<file path="src/rtl/ptns_pkg.sv">
// ----------------------------------------------------------------------------
// ptns_pkg
// Shared constants and types of the point table with nearest search.
// ----------------------------------------------------------------------------
package ptns_pkg;

  localparam int POINTS = 64;
  localparam int IDX_W  = $clog2(POINTS);
  localparam int CNT_W  = $clog2(POINTS + 1);

  localparam logic [2:0] CMD_ADD        = 3'd0;
  localparam logic [2:0] CMD_ADD_ANCHOR = 3'd1;
  localparam logic [2:0] CMD_REMOVE     = 3'd2;
  localparam logic [2:0] CMD_READ       = 3'd3;
  localparam logic [2:0] CMD_NEAREST    = 3'd4;

  localparam logic [1:0] ST_OK        = 2'd0;
  localparam logic [1:0] ST_NOTFOUND  = 2'd1;
  localparam logic [1:0] ST_FULL      = 2'd2;
  localparam logic [1:0] ST_EXHAUSTED = 2'd3;

  typedef struct packed {
    logic [15:0] id;
    logic [15:0] x;
    logic [15:0] y;
    logic [15:0] z;
  } slot_t;

  typedef struct packed {
    logic load;
    logic issue;
    logic commit;
  } ptns_cmd_t;

  typedef struct packed {
    logic scan_last;
    logic pipe_busy;
    logic out_blocked;
  } ptns_sts_t;

endpackage

</file>
<file path="src/rtl/ptns_ctrl.sv">
// ----------------------------------------------------------------------------
// ptns_ctrl
// Sequencer: takes one transaction, runs the slot scan, drains the
// datapath pipeline and commits the result.
// ----------------------------------------------------------------------------
module ptns_ctrl import ptns_pkg::*; (
  input  logic      clk_i,
  input  logic      rst_ni,
  input  logic      in_valid_i,
  output logic      in_stall_o,
  input  ptns_sts_t sts_i,
  output ptns_cmd_t ctl_o
);

  localparam logic [1:0] S_IDLE   = 2'd0;
  localparam logic [1:0] S_SCAN   = 2'd1;
  localparam logic [1:0] S_DRAIN  = 2'd2;
  localparam logic [1:0] S_COMMIT = 2'd3;

  logic [1:0] state_q, state_d;

  always_comb begin
    state_d = state_q;
    ctl_o   = '0;
    case (state_q)
      S_IDLE: begin
        if (in_valid_i) begin
          ctl_o.load = 1'b1;
          state_d    = S_SCAN;
        end
      end
      S_SCAN: begin
        ctl_o.issue = 1'b1;
        if (sts_i.scan_last) state_d = S_DRAIN;
      end
      S_DRAIN: begin
        if (!sts_i.pipe_busy) state_d = S_COMMIT;
      end
      S_COMMIT: begin
        // hold until the output register is free
        if (!sts_i.out_blocked) begin
          ctl_o.commit = 1'b1;
          state_d      = S_IDLE;
        end
      end
      default: begin
        state_d = S_IDLE;
      end
    endcase
  end

  assign in_stall_o = (state_q != S_IDLE);

  always_ff @(posedge clk_i or negedge rst_ni) begin
    if (!rst_ni) begin
      state_q <= S_IDLE;
    end else begin
      state_q <= state_d;
    end
  end

endmodule

</file>
<file path="config.mk">
export PLATFORM = sky130hd
export DESIGN_NAME = ptns_ctrl
export DESIGN_NICKNAME = d
export VERILOG_FILES = /design/src/rtl/ptns_pkg.sv /design/src/rtl/ptns_ctrl.sv
export SDC_FILE = /design/constraint.sdc
export NUM_CORES = 1
export LEC_CHECK = 0
export BUFFER_PORTS_ARGS = -buffer_cell sky130_fd_sc_hd__buf_2
export CORE_AREA = 3 3 40 42
export DETAILED_ROUTE_END_ITERATION = 8
export DIE_AREA = 0 0 43 45
export PLACE_DENSITY = 0.46
export SETUP_SLACK_MARGIN = 0.4
export SLEW_MARGIN = 10
export SYNTH_ARGS = -nofsm -noshare
export SYNTH_HDL_FRONTEND = slang
export SYNTH_SLANG_ARGS = --single-unit
export TNS_END_PERCENT = 1
</file>
<file path="constraint.sdc">
create_clock -name clk_i -period 1.38 [get_ports clk_i]
set_input_delay 0.207 -clock clk_i [delete_from_list [all_inputs] [get_ports clk_i]]
set_output_delay 0.207 -clock clk_i [all_outputs]
set_load 0.02 [all_outputs]
</file>
After elaboration in Yosys (flattened, before gate mapping)
Index checks and enable logic that the tools add are counted.
- eq/ne operators: 7
- mux-type cells: 10
- reductions and logical operators: 3
- operators with widths (operator ; number):
    $mux W2 ; 4
    $ne A2 B2 Y1 const B ; 4
    $pmux W2 S4 ; 1
    $mux W1 ; 5
    $eq A2 B2 Y1 const B ; 2
    $reduce_and A4 Y1 ; 1
    $eq A2 B1 Y1 const B ; 1
    $logic_not A2 Y1 ; 1
    $reduce_bool A2 Y1 ; 1
- flip-flop bits (word level): 2
- input bits: 6
- output and inout bits: 4

Logic depth before layout (Yosys ltp)
- depth in word-level cells: 3
- mapped depth: 5
- gate-level depth less buffers: 5

Worst setup path before layout
Ideal clock, no wire load.
- path type: register to register
- start: register state_q[0]
- end: register state_q[1]
- setup time: 0.125 ns
- arrival: 1.269 ns
- data required time: 1.255 ns
- path slack: -0.014 ns
- cell stages (with the launch flop): 6
- buffers on the path: 0
- clock period less this slack: 1.394 ns
- path through: dfrtp_1 > inv_1 > ha_1 > inv_2 > o2111ai_4 > mux2_4
- cells in the longest elaborated chain, start to end: 3
- elaborated cells on any way between the ends: 10
- ends and longest elaborated chain (element ; line ; RTL):
    from (decl) ; ptns_ctrl.sv:20 ; logic [1:0] state_q, state_d;
    from (signal assigned) ; ptns_ctrl.sv:58 ; state_q <= state_d;
    $eq A2 B1 Y1 (tied with other cells) ; ptns_ctrl.sv:25 ; case (state_q)
    $ne A2 B2 Y1 (no line) ; - ;
    $reduce_and A4 Y1 (no line) ; - ;
Parallel ways exist; a longest one is shown, timed or not.
A chain may end at the register's enable or synchronous reset.

Worst setup path after layout
- start: register state_q[1]
- end: register state_q[1]
Same word-level chain as after synthesis.

==> results.yml <==
layout:
  stdcell_area_um2: 419
  largest_register_ff_count: 2
  diodes: 0
  fin_nets: 50
  regMostFlops: "state_q"
  drive_gt1_share_pct: 81.6
  reg_top3: "state_q x2"
  area_growth_pct: 113
synthesis:
  synth-seq-cells: 2
  yosysSeqAreaShare_pct: 25.5
  synth.distinct_cells: 12
  synth_nets: 28
  yosysWarnings: 0
  netlist_area_um2: 196
  synthCells: 18
  avgSynthCellArea_um2: 10.9
power:
  power.leakage_nw: 0.196
  vdd_ir_drop_max_v: 0.00116
  power_density_nw_per_um2: 2580
status:
  failed_checks: "negative setup slack"
  status: "finished with violations"
sta:
  max_freq_mhz: 719
  drv_slew: 0
  rsz0062_at_grt: "true"
  finClkSkew_ns: 0.00101
  max_slew_margin_pct: 86.3
  setup_violations: 2
  fin_ws_ns: -0.0106
  hold_violations: 0
  period_share_pct: 101
  worst_pin_slew_ns: 0.206
  setup_tns_ns: -0.0136
  fin_hold_ws_ns: 0.301
  fin_crit_ns: 1.39
clocking:
  root_buffer: "clkbuf_4"
  cts_tree: "built"
  h-tree-depth: 1
  numCtsBuffers: 3
  clk_latency_ns: 0.22
  cts_sinks: 2
  cts.path.max_buffers: 2
  clk_pin_slew_worst_paths_ns: 0.03
setup_path:
  critPathLaunchType: "flip-flop"
  end_kind: "flip-flop"
  rrSetupSlack_ns: -0.01
  path_max_fanout: 3
  cp.arrival_ns: 1.49
  critPathRequiredTime_ns: 1.48
  path_class: "flip-flop to flip-flop"
floorplan:
  coreArea_um2: 1280
  die_x_um: 43
  dieArea_um2: 1940
  initial_core_util_pct: 15.3
  fp.dieH_um: 45
  pin_count: 10
  std_cell_rows: 13
grt:
  grt.overflow.total: 0
  antenna_found_initial: 0
  grt_pass1_wl_um: 765
  grt_pass1_vias: 218
  grt_max_degree: 4
  grt_usage_pct: 5.67
placement:
  place_area_um2: 273
  dp.final_hpwl_um: 301
  gp_congestion: 0.657
  port-buffer-count: 9
routing:
  dr.pass1.iters: 1
  dr.first_iter.drc_count: 0
  vias_per_cell: 3.70
  vias: 196
  ant_nets: 0
  drc: 0
  avgRoutedWirePerCell_um: 9.00
  wl_um: 477
min_path:
  min_path_type: "primary input to async pin"
flow_run:
  drv_cap: 0
[layout make-up]
class                           count  area, um^2
Fill cell                         134         866
Clock buffer                        3        22.5
Timing Repair Buffer               17         144
Inverter                            3        13.8
Multi-Input combinational cell     13         170
Sequential cell                     2        50.0
Tap cell                           15        18.8
[metal layers]
metal	routed length [um]	GRT usage [%]	up-vias
met3	54	0.398	0
met2	228	8.98	10
li1	-	-	99
met5	0	0	-
met4	0	7.23	0
met1	194	6.04	87
[stage by stage]
step	setup WS, ns	cells	total power, mW	utilization, %
finish	-0.0106	53	1.08	32.6
floorplan	0.0181	18	0.476	-
global placement	0.00987	43	0.597	21.2
CTS	-0.00533	52	1.02	31.3
detailed placement	0.0116	43	0.592	21.2
global route	-0.0722	53	1.17	32.6
[worst max-delay path, stage by stage, from the launching register on]
cell	delay, ns
dfrtp_1	0.39
buf_6	0.14
ha_1	0.20
nand2_2	0.09
o2111ai_4	0.14
mux2_4	0.32
[synth_stat cells]
master,n,share of area (%)
inv_1,2,3.8
mux2_4,1,7.6
nand2b_2,1,4.5
nor2b_1,1,3.2
o2111ai_4,1,13
dfrtp_1,2,25
inv_2,1,1.9
and2_2,1,3.8
ha_1,4,25
nor2_1,1,1.9
mux2i_1,1,5.1
nand2_1,2,3.8
[path summary, 6_finish.rpt]
kind / endpoint / start / cells past startpoint
worst max-delay path: state_q[1] / state_q[1] / 5
worst min-delay path: state_q[1] / rst_ni / 2
worst max register to register: state_q[1] / state_q[1] / 5
worst min register to register: state_q[1] / state_q[1] / 2
max in group asynchronous: state_q[0] / rst_ni / 2
min in group clk_i: state_q[1] / sts_i[1] / 4
[where the power goes]
| part | internal (mW) | total [mW] | switching [mW] | leakage, nW |
|---|---|---|---|---|
| clock | 0.0960 | 0.129 | 0.0334 | 0.0138 |
| sequential | 0.0935 | 0.121 | 0.0271 | 0.0235 |
| combinational | 0.489 | 0.830 | 0.342 | 0.159 |
| total | 0.678 | 1.08 | 0.402 | 0.196 |
[cells in the final DEF (no fill, tap or decap), drive strengths merged]
cell	netlist	final
and2	1	1
buf	0	16
clkbuf	0	3
dfrtp	2	2
dlygate4sd3	0	1
ha	4	4
inv	3	3
mux2	1	1
mux2i	1	1
nand2	2	2
nand2b	1	1
nor2	1	1
nor2b	1	1
o2111ai	1	1
[logic make-up after synthesis]
| logic type | share of synthesized area (%) |
|---|---|
| AND/OR/NAND/NOR | 17.2 |
| flip-flops | 25.5 |
| AO/OA/AOI/OAI | 13.4 |
| adder cells (fa/ha/maj) | 25.5 |
| multiplexers | 12.7 |
| buffers and inverters | 5.73 |
[what timing repair did]
action                     CTS  global route
hold endpoints to repair     2             0
pin swaps                    3             1
gates resized for setup     16             3
buffers inserted             5             1
hold buffers                 1             0
setup endpoints to repair    6             6
No activity file was read; power rests on OpenSTA's default activity.
