File: config.mk
export PLATFORM = sky130hd
export DESIGN_NAME = ptns_dp
export DESIGN_NICKNAME = d
export VERILOG_FILES = /design/src/rtl/ptns_pkg.sv /design/src/rtl/ptns_dp.sv
export SDC_FILE = /design/constraint.sdc
export NUM_CORES = 2
export LEC_CHECK = 0
export BUFFER_PORTS_ARGS = -buffer_cell sky130_fd_sc_hd__buf_2
export CORE_MARGIN = 2
export CORE_UTILIZATION = 60
export CTS_CLUSTER_DIAMETER = 150
export DETAILED_ROUTE_END_ITERATION = 8
export PLACE_DENSITY = 0.76
export SLEW_MARGIN = 20
export SYNTH_ARGS = -nofsm -noshare
export SYNTH_HDL_FRONTEND = slang
export SYNTH_SLANG_ARGS = --single-unit
File: constraint.sdc
create_clock -name clk_i -period 12.12 [get_ports clk_i]
set_input_delay 1.818 -clock clk_i [delete_from_list [all_inputs] [get_ports clk_i]]
set_output_delay 1.818 -clock clk_i [all_outputs]
set_load 0.01 [all_outputs]
File: src/rtl/ptns_pkg.sv
// ----------------------------------------------------------------------------
// ptns_pkg
// Shared constants and types of the point table with nearest search.
// ----------------------------------------------------------------------------
package ptns_pkg;

  localparam int POINTS = 64;
  localparam int IDX_W  = $clog2(POINTS);
  localparam int CNT_W  = $clog2(POINTS + 1);

  localparam logic [2:0] CMD_ADD        = 3'd0;
  localparam logic [2:0] CMD_ADD_ANCHOR = 3'd1;
  localparam logic [2:0] CMD_REMOVE     = 3'd2;
  localparam logic [2:0] CMD_READ       = 3'd3;
  localparam logic [2:0] CMD_NEAREST    = 3'd4;

  localparam logic [1:0] ST_OK        = 2'd0;
  localparam logic [1:0] ST_NOTFOUND  = 2'd1;
  localparam logic [1:0] ST_FULL      = 2'd2;
  localparam logic [1:0] ST_EXHAUSTED = 2'd3;

  typedef struct packed {
    logic [15:0] id;
    logic [15:0] x;
    logic [15:0] y;
    logic [15:0] z;
  } slot_t;

  typedef struct packed {
    logic load;
    logic issue;
    logic commit;
  } ptns_cmd_t;

  typedef struct packed {
    logic scan_last;
    logic pipe_busy;
    logic out_blocked;
  } ptns_sts_t;

endpackage

File: src/rtl/ptns_dp.sv
// ----------------------------------------------------------------------------
// ptns_dp
// Datapath: slot memory, valid bits, three-stage scan pipeline (read,
// square, compare), ID counter, point count and output register.
// ----------------------------------------------------------------------------
module ptns_dp import ptns_pkg::*; (
  input  logic               clk_i,
  input  logic               rst_ni,
  input  ptns_cmd_t          ctl_i,
  output ptns_sts_t          sts_o,
  input  logic [2:0]         cmd_i,
  input  logic [15:0]        target_id_i,
  input  logic signed [15:0] pos_x_i,
  input  logic signed [15:0] pos_y_i,
  input  logic signed [15:0] pos_z_i,
  output logic               out_valid_o,
  input  logic               out_stall_i,
  output logic [1:0]         status_o,
  output logic [15:0]        result_id_o,
  output logic signed [15:0] out_x_o,
  output logic signed [15:0] out_y_o,
  output logic signed [15:0] out_z_o,
  output logic [6:0]         point_count_o
);

  // captured transaction
  logic [2:0]  cmd_q;
  logic [15:0] tid_q, px_q, py_q, pz_q;

  // slot storage
  slot_t             mem_q [POINTS];
  slot_t             rd_q;
  logic [POINTS-1:0] slot_vld_q;

  // scan pipeline
  logic [IDX_W-1:0] idx_q;
  logic             s1_v_q, s1_vbit_q;
  logic [IDX_W-1:0] s1_idx_q;
  logic             s2_v_q, s2_vbit_q;
  logic [IDX_W-1:0] s2_idx_q;
  slot_t            s2_slot_q;
  logic [31:0]      s2_dxsq_q, s2_dzsq_q;

  // scan results
  logic             free_hit_q, match_hit_q, best_hit_q;
  logic [IDX_W-1:0] free_idx_q, match_idx_q;
  slot_t            match_slot_q, best_slot_q;
  logic [32:0]      best_dist_q;

  // table state
  logic [15:0]      next_id_q;
  logic             exhausted_q;
  logic [CNT_W-1:0] count_q, count_d;

  // output register
  logic        out_valid_q;
  logic [1:0]  out_status_q;
  logic [15:0] out_id_q, out_x_q, out_y_q, out_z_q;
  logic [6:0]  out_count_q;

  logic [16:0] dx, dz, dx_neg, dz_neg;
  logic [15:0] dx_mag, dz_mag;
  logic [32:0] dist_sum;
  logic        better;

  logic [1:0]  res_status;
  logic [15:0] res_id, res_x, res_y, res_z;
  logic        wr_en, cnt_inc, cnt_dec;

  assign sts_o.scan_last   = (idx_q == IDX_W'(POINTS - 1));
  assign sts_o.pipe_busy   = s1_v_q | s2_v_q;
  assign sts_o.out_blocked = out_valid_q & out_stall_i;

  // stage 1: distance components
  always_comb begin
    dx     = {px_q[15], px_q} - {rd_q.x[15], rd_q.x};
    dz     = {pz_q[15], pz_q} - {rd_q.z[15], rd_q.z};
    dx_neg = 17'd0 - dx;
    dz_neg = 17'd0 - dz;
    dx_mag = dx[16] ? dx_neg[15:0] : dx[15:0];
    dz_mag = dz[16] ? dz_neg[15:0] : dz[15:0];
  end

  // stage 2: sum and compare, ties go to the lower id
  always_comb begin
    dist_sum = {1'b0, s2_dxsq_q} + {1'b0, s2_dzsq_q};
    better   = !best_hit_q || (dist_sum < best_dist_q) ||
               ((dist_sum == best_dist_q) && (s2_slot_q.id < best_slot_q.id));
  end

  // result of the transaction once the scan is done
  always_comb begin
    res_status = ST_NOTFOUND;
    res_id     = '0;
    res_x      = '0;
    res_y      = '0;
    res_z      = '0;
    wr_en      = 1'b0;
    cnt_inc    = 1'b0;
    cnt_dec    = 1'b0;
    case (cmd_q)
      CMD_ADD, CMD_ADD_ANCHOR: begin
        if (cmd_q == CMD_ADD || match_hit_q) begin
          if (!free_hit_q) begin
            res_status = ST_FULL;
          end else if (exhausted_q) begin
            res_status = ST_EXHAUSTED;
          end else begin
            res_status = ST_OK;
            res_id     = next_id_q;
            wr_en      = 1'b1;
            cnt_inc    = 1'b1;
          end
        end
      end
      CMD_REMOVE: begin
        if (match_hit_q) begin
          res_status = ST_OK;
          res_id     = tid_q;
          cnt_dec    = 1'b1;
        end
      end
      CMD_READ: begin
        if (match_hit_q) begin
          res_status = ST_OK;
          res_id     = tid_q;
          res_x      = match_slot_q.x;
          res_y      = match_slot_q.y;
          res_z      = match_slot_q.z;
        end
      end
      CMD_NEAREST: begin
        if (best_hit_q) begin
          res_status = ST_OK;
          res_id     = best_slot_q.id;
          res_x      = best_slot_q.x;
          res_y      = best_slot_q.y;
          res_z      = best_slot_q.z;
        end
      end
      default: begin
      end
    endcase
    count_d = count_q + CNT_W'(cnt_inc) - CNT_W'(cnt_dec);
  end

  // slot memory: one write port, one registered read port
  always_ff @(posedge clk_i) begin
    if (ctl_i.commit && wr_en) begin
      mem_q[free_idx_q] <= '{id: next_id_q, x: px_q, y: py_q, z: pz_q};
    end
    rd_q <= mem_q[idx_q];
  end

  // payload registers
  always_ff @(posedge clk_i) begin
    if (ctl_i.load) begin
      cmd_q <= cmd_i;
      tid_q <= target_id_i;
      px_q  <= pos_x_i;
      py_q  <= pos_y_i;
      pz_q  <= pos_z_i;
    end
    s1_idx_q  <= idx_q;
    s1_vbit_q <= slot_vld_q[idx_q];
    s2_idx_q  <= s1_idx_q;
    s2_vbit_q <= s1_vbit_q;
    s2_slot_q <= rd_q;
    s2_dxsq_q <= {16'd0, dx_mag} * {16'd0, dx_mag};
    s2_dzsq_q <= {16'd0, dz_mag} * {16'd0, dz_mag};
    if (s2_v_q) begin
      if (!s2_vbit_q && !free_hit_q) free_idx_q <= s2_idx_q;
      if (s2_vbit_q && s2_slot_q.id == tid_q && !match_hit_q) begin
        match_idx_q  <= s2_idx_q;
        match_slot_q <= s2_slot_q;
      end
      if (s2_vbit_q && better) begin
        best_dist_q <= dist_sum;
        best_slot_q <= s2_slot_q;
      end
    end
    if (ctl_i.commit) begin
      out_status_q <= res_status;
      out_id_q     <= res_id;
      out_x_q      <= res_x;
      out_y_q      <= res_y;
      out_z_q      <= res_z;
      out_count_q  <= 7'(count_d);
    end
  end

  // control state
  always_ff @(posedge clk_i or negedge rst_ni) begin
    if (!rst_ni) begin
      idx_q       <= '0;
      s1_v_q      <= 1'b0;
      s2_v_q      <= 1'b0;
      free_hit_q  <= 1'b0;
      match_hit_q <= 1'b0;
      best_hit_q  <= 1'b0;
      slot_vld_q  <= '0;
      next_id_q   <= '0;
      exhausted_q <= 1'b0;
      count_q     <= '0;
      out_valid_q <= 1'b0;
    end else begin
      s1_v_q <= ctl_i.issue;
      s2_v_q <= s1_v_q;
      if (ctl_i.load) begin
        idx_q       <= '0;
        free_hit_q  <= 1'b0;
        match_hit_q <= 1'b0;
        best_hit_q  <= 1'b0;
      end else if (ctl_i.issue) begin
        idx_q <= sts_o.scan_last ? '0 : idx_q + IDX_W'(1);
      end
      if (s2_v_q) begin
        if (!s2_vbit_q) free_hit_q <= 1'b1;
        if (s2_vbit_q && s2_slot_q.id == tid_q) match_hit_q <= 1'b1;
        if (s2_vbit_q) best_hit_q <= 1'b1;
      end
      if (ctl_i.commit) begin
        count_q <= count_d;
        if (wr_en) begin
          slot_vld_q[free_idx_q] <= 1'b1;
          if (next_id_q == 16'hFFFF) begin
            exhausted_q <= 1'b1;
          end else begin
            next_id_q <= next_id_q + 16'd1;
          end
        end
        if (cnt_dec) slot_vld_q[match_idx_q] <= 1'b0;
      end
      if (ctl_i.commit) begin
        out_valid_q <= 1'b1;
      end else if (out_valid_q && !out_stall_i) begin
        out_valid_q <= 1'b0;
      end
    end
  end

  assign out_valid_o   = out_valid_q;
  assign status_o      = out_status_q;
  assign result_id_o   = out_id_q;
  assign out_x_o       = out_x_q;
  assign out_y_o       = out_y_q;
  assign out_z_o       = out_z_q;
  assign point_count_o = out_count_q;

endmodule

Word-level counts from Yosys, hierarchy flattened:

Memory sizes are Yosys's and may differ from the RTL's. A register that Yosys moved wholly into a read port is not among the register bits.
Index checks and enable logic that the tools add are counted.

* memory bits (writable): 4096
* memories: 1
* bits in registers: 539

* equal/unequal tests: 8
* add/subtract/negate cells: 9
* reduce and logical (&&, ||, !) cells: 27
* $mul: 2
* $lt $le $gt $ge: 7
* muxes and demuxes: 54
* bitwise gates (word level): 6

Memories
* mem_q: words 64, width 64, read ports 1, clocked after memory_dff 1, write ports 1, RTL line ptns_dp.sv:31 `slot_t mem_q [POINTS];`

Operators with widths (count)
* $mux 16: 13
* $mux 64: 3
* $pmux 16 s2: 3
* $and 64x64->64: 1
* $mul 16x16->32: 2
* $not 64->64: 1
* $or 64x64->64: 1
* $pmux 16 s3: 1
* $sub 16x16->17: 2
* $add 32x32->33: 1
* $eq 33x33->1: 1
* $lt 33x33->1: 1
* $sub 1x16->16 const A: 2
* $mux 1: 24
* $lt 6x7->1 const B: 3
* $mux 6: 3
* $add 16x1->16 const B: 1
* $eq 16x16->1: 1
* $eq 16x16->1 const B: 1
* $lt 16x16->1: 1
* $demux 1 s6: 2
* $ge 6x1->1 const B: 2
* $logic_and 1x1->1: 9
* $add 7x1->7: 1
* other kinds (19): 33

Depth between registers and ports, before layout:

* word-level depth: 9
* depth in mapped cells: 41
* depth with buffers taken out: 39

Worst setup path after synthesis:

No wires, ideal clock.

* kind: reg-to-reg
* start: reg pz_q[0]
* end: reg s2_dzsq_q[31]
* data arrival time: 9.365 ns
* slack: 2.682 ns
* path buffers: 0
* stages on the path, launching flop included: 37
* cells stage by stage: edfxtp_1 inv_1 ha_1 fa_1 nand2b_1 a21o_1 o2bb2ai_1 a21oi_1 o21ai_2 o211ai_2 o21a_1 nor2_1 xor2_1 clkinv_1 nand2_1 inv_1 fa_1 inv_1 fa_1 inv_1 fa_1 inv_1 fa_1 fa_1 fa_1 inv_1 ha_1 and3_1 and2_1 a31oi_1 a211oi_1 a31o_2 or4_1 a31o_2 a21oi_1 xnor2_1 xnor2_1

* word-level cells in the longest chain between the ends: 4

RTL lines
* start: declaration: RTL line ptns_dp.sv:28 `logic [15:0] tid_q, px_q, py_q, pz_q;`
* start signal: assignment: RTL line ptns_dp.sv:162 `pz_q <= pos_z_i;`
* $sub 16x16->17 *: RTL line ptns_dp.sv:77 `dz = {pz_q[15], pz_q} - {rd_q.z[15], rd_q.z};`
* $sub 1x16->16: RTL line ptns_dp.sv:79 `dz_neg = 17'd0 - dz;`
* $mux 16 *: RTL line ptns_dp.sv:81 `dz_mag = dz[16] ? dz_neg[15:0] : dz[15:0];`
* $mul 16x16->32 *: RTL line ptns_dp.sv:170 `s2_dzsq_q <= {16'd0, dz_mag} * {16'd0, dz_mag};`
* end signal: assignment: RTL line ptns_dp.sv:170
* end: declaration: RTL line ptns_dp.sv:42 `logic [31:0] s2_dxsq_q, s2_dzsq_q;`

Mark *: on every way between the ends. The rest lies on a longest branch, timed or not.
A chain may end at the register's enable or synchronous reset.

Final worst setup path:

Ends and elaborated chain as after synthesis.

==> results.json <==
{
  "hold_class": "register to register",
  "die-width_um": 570.3,
  "place.port_buffers": 149,
  "routed-via-count": 99380,
  "wl_per_cell_um": 38.79,
  "areaGrowthSynthToFinish_pct": 11.61,
  "clock_root_buffer_master": "sky130_fd_sc_hd__clkbuf_16",
  "grt_pass1_wl_um": 765900,
  "final.setup_skew_ns": 0.07017,
  "route.antenna.remaining_nets": 0,
  "finalNetCount": 10330,
  "antenna_found_initial": 16,
  "post_synthesis_average_cell_area_um2": 21.10,
  "num-fill-cells": 19030,
  "cp_top_family": "adder cells",
  "yosys_register_bits": 4697,
  "detail_route.iter0.violations": 16770,
  "post_synth_inst_count": 9121,
  "final.period_utilization": 0.8871,
  "finalMaxSlewViolations": 0,
  "worstMarginPinSlew_ns": 1.272,
  "post_cts.repair.setup_buffers": 0,
  "grt_setup_unrepaired": "false",
  "outcome": "complete, no violations",
  "clock_path_buffers": 4,
  "grt_start_max_net_pins": 151,
  "design.core.area_mm2": 0.3186,
  "cts_made_buffers": 442,
  "clkSinkCount": 4697,
  "core.rowCount": 207,
  "timing.critical_path.required_ns": 12.95,
  "detailedPlacementHpwl_um": 288000,
  "floorplan.die_area_mm2": 0.3253,
  "syn-cell-area_mm2": 0.1924,
  "async_flop_share": 0.02129,
  "cts_tree": "yes",
  "ys_dominant_reg_cell": "sky130_fd_sc_hd__edfxtp_1",
  "final_hold_vios": 0,
  "crit_top_cell": "sky130_fd_sc_hd__fa_1",
  "remaining_drc_errors": 0,
  "placedCellCount": 13350,
  "crit_buf_inv": 8,
  "number_of_enable_type_register_cells_in_the_synthesized_netlist": 4393,
  "drt_via_density": 7.000,
  "start_kind": "register",
  "slowest_delay_ns": 0.60,
  "start_util": 0.6041,
  "aggregate_global_routing_overflow": 0,
  "reg2reg_from": "pz_q[0]$_DFFE_PP_",
  "h_tree_level_count": 5,
  "timing.max_cap.violations": 0,
  "cts.repair.resized": 0,
  "clock_insertion_delay_worst_skew_ns": 1.00,
  "routabilityCongestion": 0.9012,
  "crit_fanout": 65,
  "finalSetupViolCount": 0,
  "grt.total_usage": 0.3389,
  "clk_transition_reported_paths_ns": 0.06,
  "vias_in_the_first_global_route": 100800,
  "ys.warnings.count": 0,
  "tns_ns": 0,
  "min-delay-start": "rd_q[50]$_DFF_P_",
  "cts_hold_repair.buffers": 0,
  "timing_worst_setup_path_type": "register to register",
  "drive_gt1_frac": 0.2622,
  "critical_path.slowest_cell": "sky130_fd_sc_hd__clkinv_1",
  "drt_pre_antenna_iters": 8,
  "timing.final.crit_period_ns": 10.75,
  "syn-num-nets": 9835,
  "fmaxAchievable_ghz": 0.09301,
  "cp_data_arrival_time_ns": 11.58,
  "worst_setup_path_startpoint": "pz_q[0]$_DFFE_PP_",
  "finalWirelength_um": 550800,
  "end_kind": "register",
  "die_height_um": 570.3,
  "synth.lib_cells_used.distinct": 106,
  "synth-seq-area-share": 0.7197,
  "timing.slew.headroom": 0.1520,
  "finish.cell_count_without_fillers": 14200,
  "top_level_ports": 150
}
-- cell type report --
class                           instances  area, um^2  share of cell area
Tap cell                             4180        5230             0.02435
Clock buffer                          610       12300             0.05725
Antenna cell                           18       45.04           0.0002097
Multi-Input combinational cell       3418       50640              0.2358
Clock inverter                        216        2245             0.01045
Timing Repair Buffer                  421        3363             0.01566
Sequential cell                      4697      138600              0.6451
Inverter                              638        2407             0.01121
-- cells in the mapped netlist (all sizes together) (24+ instances only) --
library cell	n	area, um^2
edfxtp	4393	131900
mux4	1365	30740
inv	634	2385
fa	327	6546
ha	314	3929
nor2	287	1092
clkbuf	253	952.2
dfxtp	204	4084
nand2	199	767.0
buf	115	484.2
xnor2	111	1062
a21oi	108	555.5
dfrtp	100	2502
xor2	72	720.7
o21ai	71	370.4
o22a	64	560.5
a21o	62	466.7
a22o	48	420.4
nand3	38	190.2
nor3	32	165.2
nand2b	27	176.4
nor2b	26	162.7
o21a	24	180.2
-- registers in the layout (all words and copies together) (netlist names), 7 cells and up --
register	cells
count_q	7
next_id_q	16
result_id_o	16
px_q	16
slot_vld_q	64
s2_dxsq_q	31
rd_q	64
out_z_o	16
tid_q	16
best_dist_q	33
out_y_o	16
out_x_o	16
s2_slot_q	64
pz_q	16
s2_dzsq_q	31
point_count_o	7
best_slot_q	64
py_q	16
mem_q	4096
match_slot_q	48
-- final timing paths --
path                                     endpoint  slack, ns  depth (start not counted)
max                         s2_dzsq_q[31]$_DFF_P_       1.37                         37
min                         s2_slot_q[50]$_DFF_P_       0.33                          0
max reg2reg                 s2_dzsq_q[31]$_DFF_P_       1.37                         37
min reg2reg                 s2_slot_q[50]$_DFF_P_       0.33                          0
max in group asynchronous    idx_q[5]$_DFFE_PN0P_      10.21                          2
min in group asynchronous  count_q[0]$_DFFE_PN0P_       0.79                          1
-- worst register-to-register path: cells and delay by family, from the launching register on --
family	cells	cell delay, ns
adders and majority gates	9	4.08
buffers and inverters	8	1.53
and+or+nand+nor	6	1.43
AOI/OAI and AO/OA	11	2.47
xor gates and xnor gates	3	0.80
DFF	1	0.33
-- layout by cell type, fill, tap and decap left out, types with 38 or more instances in the layout --
cell type	instances
sky130_fd_sc_hd__dfxtp_1	204
sky130_fd_sc_hd__nor2_1	218
sky130_fd_sc_hd__buf_4	234
sky130_fd_sc_hd__nand3_1	38
sky130_fd_sc_hd__o21ai_0	60
sky130_fd_sc_hd__a21o_1	61
sky130_fd_sc_hd__edfxtp_1	4393
sky130_fd_sc_hd__xnor2_1	100
sky130_fd_sc_hd__xor2_1	63
sky130_fd_sc_hd__clkinv_2	85
sky130_fd_sc_hd__bufinv_16	38
sky130_fd_sc_hd__o22a_1	64
sky130_fd_sc_hd__inv_1	622
sky130_fd_sc_hd__mux4_2	1365
sky130_fd_sc_hd__clkbuf_16	454
sky130_fd_sc_hd__ha_1	314
sky130_fd_sc_hd__nor2_4	66
sky130_fd_sc_hd__clkinv_1	56
sky130_fd_sc_hd__nand2_1	193
sky130_fd_sc_hd__fa_1	327
sky130_fd_sc_hd__dfrtp_1	81
sky130_fd_sc_hd__buf_2	146
sky130_fd_sc_hd__a22o_1	48
sky130_fd_sc_hd__clkbuf_1	121
sky130_fd_sc_hd__a21oi_1	104
-- metrics by stage --
stage	worst slack [ns]	util	cell area, um^2	hold WS (ns)
finish	1.368	0.6742	214800	0.3307
global route	0.6414	0.6742	214800	0.3343
CTS	1.457	0.6733	214500	0.3312
detailed placement	1.516	0.6277	200000	0.3146
global placement	1.440	0.6265	199600	0.3100
floorplan	2.682	-	192400	0.3096
-- routing by layer --
layer	vias up	global-route usage	routed length [um]
met2	8268	0.5358	264200
met4	16	0.1613	31660
li1	37780	-	-
met3	1606	0.07596	71570
met1	51720	0.4549	183100
met5	-	0	228
-- cells by family (layout without fill, tap and decap cells) --
| group | after synthesis | in the layout | synth area share |
|---|---|---|---|
| xor+xnor | 183 | 183 | 0.009265 |
| compound gates | 499 | 499 | 0.01896 |
| simple gates | 718 | 718 | 0.01729 |
| fa+ha+maj | 641 | 641 | 0.05443 |
| other cells | 0 | 18 | 0 |
| buf+inv | 1006 | 1885 | 0.01993 |
| flops | 4697 | 4697 | 0.7197 |
| mux | 1377 | 1377 | 0.1604 |
Power is left out: the tool's default activity adds up to more than one toggle a clock period on the data nets, which glitch-free logic cannot reach.
